`src/hw/rtl/fcw_pkg.sv`:
```
// Shared types and constants for the FAT12 sector chain walker.
// Used by fcw_lba_unit and fat12_sector_chain_walker; depends on nothing.
package fcw_pkg;

  localparam int TABLE_BYTES = 8192;
  localparam int TABLE_AW    = $clog2(TABLE_BYTES);

  localparam int ADDR_W = 13;
  localparam int LBA_W  = 24;
  localparam int CL_W   = 12;
  localparam int SIC_W  = 7;
  localparam int SPC_W  = 8;
  localparam int BASE_W = 16;
  localparam int CFG_AW = 4;

  localparam logic [CL_W-1:0]  END_MARK      = 12'hFF8;
  localparam logic [SPC_W-1:0] SPC_LIMIT     = 8'd128;
  localparam logic [7:0]       BYTE_PAST_END = 8'hFF;

  localparam logic [1:0] CFG_DATA_START = 2'd0;
  localparam logic [1:0] CFG_SPC        = 2'd1;
  localparam logic [1:0] CFG_ROOT       = 2'd2;

  typedef enum logic [1:0] {
    OP_LOAD = 2'd0,
    OP_OPEN = 2'd1,
    OP_ROOT = 2'd2,
    OP_NEXT = 2'd3
  } op_t;

  typedef enum logic [2:0] {
    ST_IDLE,
    ST_FETCH_LO,
    ST_FETCH_HI,
    ST_DECODE,
    ST_LBA_START,
    ST_MUL,
    ST_FINISH
  } state_t;

  typedef struct packed {
    op_t               opcode;
    logic [ADDR_W-1:0] table_address;
    logic [7:0]        table_byte;
    logic [CL_W-1:0]   start_cluster;
  } cmd_t;

  typedef struct packed {
    logic [LBA_W-1:0] sector_lba;
    logic             chain_ended;
    logic [CL_W-1:0]  cluster_now;
  } rsp_t;

  typedef struct packed {
    logic              start;
    logic [CL_W-1:0]   cluster;
    logic [SIC_W-1:0]  sic;
    logic [BASE_W-1:0] base;
    logic [SPC_W-1:0]  spc;
  } lba_req_t;

  typedef struct packed {
    logic             done;
    logic [LBA_W-1:0] lba;
  } lba_rsp_t;

endpackage

```
`src/hw/rtl/fcw_lba_unit.sv`:
```
// Shift-add sector address unit: base + (cluster - 2) * spc + sic, modulo 2^24.
// One shared 24-bit adder, one step per cycle. Depends on fcw_pkg.
module fcw_lba_unit (
  input  logic             clk,
  input  logic             rst,
  input  fcw_pkg::lba_req_t req,
  output fcw_pkg::lba_rsp_t rsp
);
  import fcw_pkg::*;

  localparam int STEP_W = $clog2(SPC_W + 1);

  logic              busy;
  logic              done;
  logic [STEP_W-1:0] step;
  logic [LBA_W-1:0]  acc;
  logic [LBA_W-1:0]  mcand;
  logic [SPC_W-1:0]  mplier;
  logic [SIC_W-1:0]  sic_hold;
  logic [LBA_W-1:0]  addend;
  logic [LBA_W-1:0]  sum;

  always_comb begin
    if (step == '0) begin
      addend = {{(LBA_W-SIC_W){1'b0}}, sic_hold};
    end else if (mplier[0]) begin
      addend = mcand;
    end else begin
      addend = '0;
    end
    sum = acc + addend;
  end

  always_ff @(posedge clk) begin
    if (rst) begin
      busy <= 1'b0;
      done <= 1'b0;
      step <= '0;
    end else begin
      done <= busy && !req.start && (step == STEP_W'(SPC_W));
      if (req.start) begin
        busy <= 1'b1;
        step <= '0;
      end else if (busy) begin
        step <= step + STEP_W'(1);
        if (step == STEP_W'(SPC_W)) begin
          busy <= 1'b0;
        end
      end
    end
  end

  always_ff @(posedge clk) begin
    if (req.start) begin
      acc      <= {{(LBA_W-BASE_W){1'b0}}, req.base};
      mcand    <= {{(LBA_W-CL_W){1'b0}}, req.cluster} - LBA_W'(2);
      mplier   <= req.spc;
      sic_hold <= req.sic;
    end else if (busy) begin
      acc <= sum;
      if (step != '0) begin
        mcand  <= mcand << 1;
        mplier <= mplier >> 1;
      end
    end
  end

  assign rsp.done = done;
  assign rsp.lba  = acc;

endmodule
```
`config.mk`:
```
export PLATFORM = sky130hd
export DESIGN_NAME = fcw_lba_unit
export DESIGN_NICKNAME = d
export VERILOG_FILES = /design/src/hw/rtl/fcw_pkg.sv /design/src/hw/rtl/fcw_lba_unit.sv
export SDC_FILE = /design/constraint.sdc
export NUM_CORES = 1
export LEC_CHECK = 0
export BUFFER_PORTS_ARGS = -buffer_cell sky130_fd_sc_hd__buf_2
export CELL_PAD_IN_SITES_DETAIL_PLACEMENT = 0
export CELL_PAD_IN_SITES_GLOBAL_PLACEMENT = 1
export CORE_ASPECT_RATIO = 0.5
export CORE_MARGIN = 2
export CORE_UTILIZATION = 47
export CTS_CLUSTER_DIAMETER = 60
export DETAILED_ROUTE_END_ITERATION = 7
export PLACE_DENSITY = 0.95
export SLEW_MARGIN = 20
export SYNTH_ARGS = -nofsm -noshare
export SYNTH_HDL_FRONTEND = slang
export SYNTH_SLANG_ARGS = --single-unit
```
`constraint.sdc`:
```
create_clock -name clk -period 6.6 [get_ports clk]
set_input_delay 1.65 -clock clk [delete_from_list [all_inputs] [get_ports clk]]
set_output_delay 1.65 -clock clk [all_outputs]
set_load 0.005 [all_outputs]
```
==> flow_metrics.env <==
export IMPL_outcome="complete, no violations"
export IMPL_vdd_drop_max_mv=0.1506
export IMPL_fin_nets=599
export IMPL_synth_fp_nets=537
export IMPL_cts_resized=0
export IMPL_die_h_um=72.25
export IMPL_critPathCaptureType="flip-flop"
export IMPL_first_pass_iters=5
export IMPL_post_route_drc_count=0
export IMPL_powerDensity_mw_per_mm2=248.7
export IMPL_cp_num_buf_inv=2
export IMPL_cts_hold_buffers=0
export IMPL_p_sw_mw=0.3519
export IMPL_drive_gt1_share_pct=19.62
export IMPL_fp_dieW_um=140.5
export IMPL_clockBufferDepth=2
export IMPL_drt_iter0_drc=257
export IMPL_period_share_pct=62.19
export IMPL_fin_tns_setup_ns=0
export IMPL_final_cell_mix="buf_2, edfxtp_1, nand2_1"
export IMPL_antenna_found_initial=0
export IMPL_insertion_delay_ns=0.34
export IMPL_swShare_pct=27.70
export IMPL_combPwrFrac_pct=19.7
export IMPL_clk_pin_slew_ns=0.06
export IMPL_dp_hpwl_um=7432
export IMPL_initial_core_util_pct=49.25
export IMPL_wl_per_cell_um=15.30
export IMPL_cp_slowest_cell="nor2b_1"
export IMPL_setup_viol=0
export IMPL_portBuffers=70
export IMPL_design_core_area_mm2=0.008889
export IMPL_ys_ff_latch=69
export IMPL_cp_slowest_stage_delay_ns=0.73
export IMPL_num_vias=3600
export IMPL_cts_tree="yes"
export IMPL_synth_cells=463
export IMPL_clock_sinks=69
export IMPL_avgSynthCellArea_um2=9.456
export IMPL_rsz0062_at_grt="false"
export IMPL_ant_nets=0
export IMPL_grt_usage_pct=20.58
export IMPL_htree_levels=3
export IMPL_fin_crit_ns=4.105
export IMPL_clkPwrFrac_pct=37.4
export IMPL_start_kind="flip-flop"
export IMPL_finClkSkew_ns=0.006300
export IMPL_path_cells="inv_1 > ha_1 > nor3b_1 > buf_4 > nor2b_1 > and2_1 > ha_1 > a21oi_1 > o21ai_0 > nor2b_1 > a211oi_1 > or4b_2 > nand3_1"
export IMPL_num_rows=24
export IMPL_timing_max_cap_violations=0
export IMPL_holdWs_ns=0.4984
export IMPL_synth_edff_count=55
export IMPL_ys_warnings_count=0
export IMPL_grt_max_degree=42
export IMPL_overflow=0
export IMPL_die_area_mm2=0.01015
export IMPL_hold_viol_final=0
export IMPL_pwr_share_seq_pct=42.9
export IMPL_cp_top_family="simple AND/OR/NAND/NOR gates"
export IMPL_wirelength_um=9900
export IMPL_routabilityCongestion=0.8580
export IMPL_worstMarginPinSlew_ns=0.9258
export IMPL_final_max_slew_viol_count=0
export IMPL_netlist_area_mm2=0.004378
export IMPL_synthArstFlopShare_pct=0
export IMPL_worstSetupPathType="flip-flop to flip-flop"
export IMPL_hold_path_class="flip-flop to flip-flop"
export IMPL_dp_cells=631
export IMPL_max_freq_mhz=243.6
export IMPL_antenna_cells=0
export IMPL_fin_util_pct=57.47
export IMPL_grt_pass1_wl_um=16440
export IMPL_mostFrequentLayoutCell="buf_2"
export IMPL_ys_flop_type="edfxtp_1"
export IMPL_seq_area_frac_synth_pct=44.13
export IMPL_p_int_mw=0.9185
export IMPL_slew_headroom_pct=38.15
export IMPL_worstPathArrival_ns=4.19
export IMPL_cts_made_buffers=9
export IMPL_io_pins=71
export IMPL_ys_types=59
export IMPL_cp_max_fo=19
export IMPL_cp_required_ns=6.68
export IMPL_vias_per_cell=5.564
export IMPL_grt_pass1_vias=3555
export IMPL_area_growth_pct=16.69
export IMPL_instances_no_fill=647
export IMPL_p_leak_nw=2.195
export IMPL_cts_setup_buffers=0
export IMPL_cts_root_buffer="clkbuf_16"
## logic make-up after synthesis
kind of cell	synth area share, %
and+or+nand+nor	17.32
AOI/OAI and AO/OA	18.81
DFF	44.13
buffers and inverters	4.401
adders and majority gates	8.174
xor gates and xnor gates	4.401
muxes	2.772
## power by group through the flow
stage | clock [mW] | combinational [mW] | sequential [mW]
global placement | 0 | 0.245 | 0.553
floorplan | 0 | 0.174 | 0.547
detailed placement | 0 | 0.250 | 0.554
global route | 0.500 | 0.286 | 0.549
CTS | 0.484 | 0.252 | 0.545
finish | 0.476 | 0.250 | 0.545
## flip-flops by register name (all words and copies together) (netlist names)
name,flops
acc,24
busy,1
done,1
mcand,24
mplier,8
sic_hold,7
step,4
## layer usage
| metal | vias up | GRT usage, % | part of all wire, % |
|---|---|---|---|
| met3 | 9 | 5.017 | 4.5 |
| met5 | - | 0 | 0 |
| met1 | 1693 | 26.55 | 47 |
| li1 | 1817 | - | - |
| met2 | 81 | 34.91 | 48 |
| met4 | 0 | 6.667 | 1.2 |
## Yosys cell counts, drive strengths merged, types with 3 or more instances
| master | number | area (um^2) |
|---|---|---|
| edfxtp | 55 | 1652 |
| nand2 | 54 | 202.7 |
| o21ai | 44 | 220.2 |
| nor2 | 33 | 123.9 |
| ha | 27 | 337.8 |
| inv | 27 | 101.4 |
| a21oi | 26 | 130.1 |
| clkbuf | 21 | 80.07 |
| and2 | 18 | 112.6 |
| dfxtp | 14 | 280.3 |
| a21o | 12 | 90.09 |
| nor3 | 11 | 55.05 |
| xnor2 | 11 | 96.34 |
| xor2 | 11 | 96.34 |
| nand3 | 10 | 50.05 |
| mux2 | 9 | 101.4 |
| nand4 | 6 | 37.54 |
| o21bai | 5 | 41.29 |
| nand2b | 4 | 25.02 |
| a211o | 3 | 26.28 |
| a211oi | 3 | 27.52 |
| a31oi | 3 | 18.77 |
| a32o | 3 | 30.03 |
| nor2b | 3 | 18.77 |
| nor3b | 3 | 22.52 |
| nor4 | 3 | 18.77 |
| o211ai | 3 | 22.52 |
| o21a | 3 | 22.52 |
| o31ai | 3 | 22.52 |
## final cells by class
| type | instances | area [um^2] |
|---|---|---|
| Fill cell | 806 | 3780 |
| Clock inverter | 7 | 66.31 |
| Multi-Input combinational cell | 344 | 2257 |
| Inverter | 27 | 101.3 |
| Timing Repair Buffer | 74 | 380.4 |
| Tap cell | 117 | 146.4 |
| Clock buffer | 9 | 225.2 |
| Sequential cell | 69 | 1932 |
## worst paths after layout
| check | from | to | slack, ns | cells past startpoint |
|---|---|---|---|---|
| setup / recovery | step[0] | acc[14] | 2.50 | 13 |
| hold / removal | acc[17] | acc[17] | 0.50 | 1 |
| setup reg to reg | step[0] | acc[14] | 2.50 | 13 |
| hold reg to reg | acc[17] | acc[17] | 0.50 | 1 |
## stage by stage
step	power (mW)	worst slack, ns	instance area (um^2)
6_report	1.270	2.495	5109
5_1_grt	1.334	2.112	5109
4_1_cts	1.280	2.537	5109
3_5_place_dp	0.8034	2.575	4817
3_3_place_gp	0.7981	2.765	4817
2_1_floorplan	0.7206	2.920	4378
Note: power is estimated with default switching activity, not from simulation.
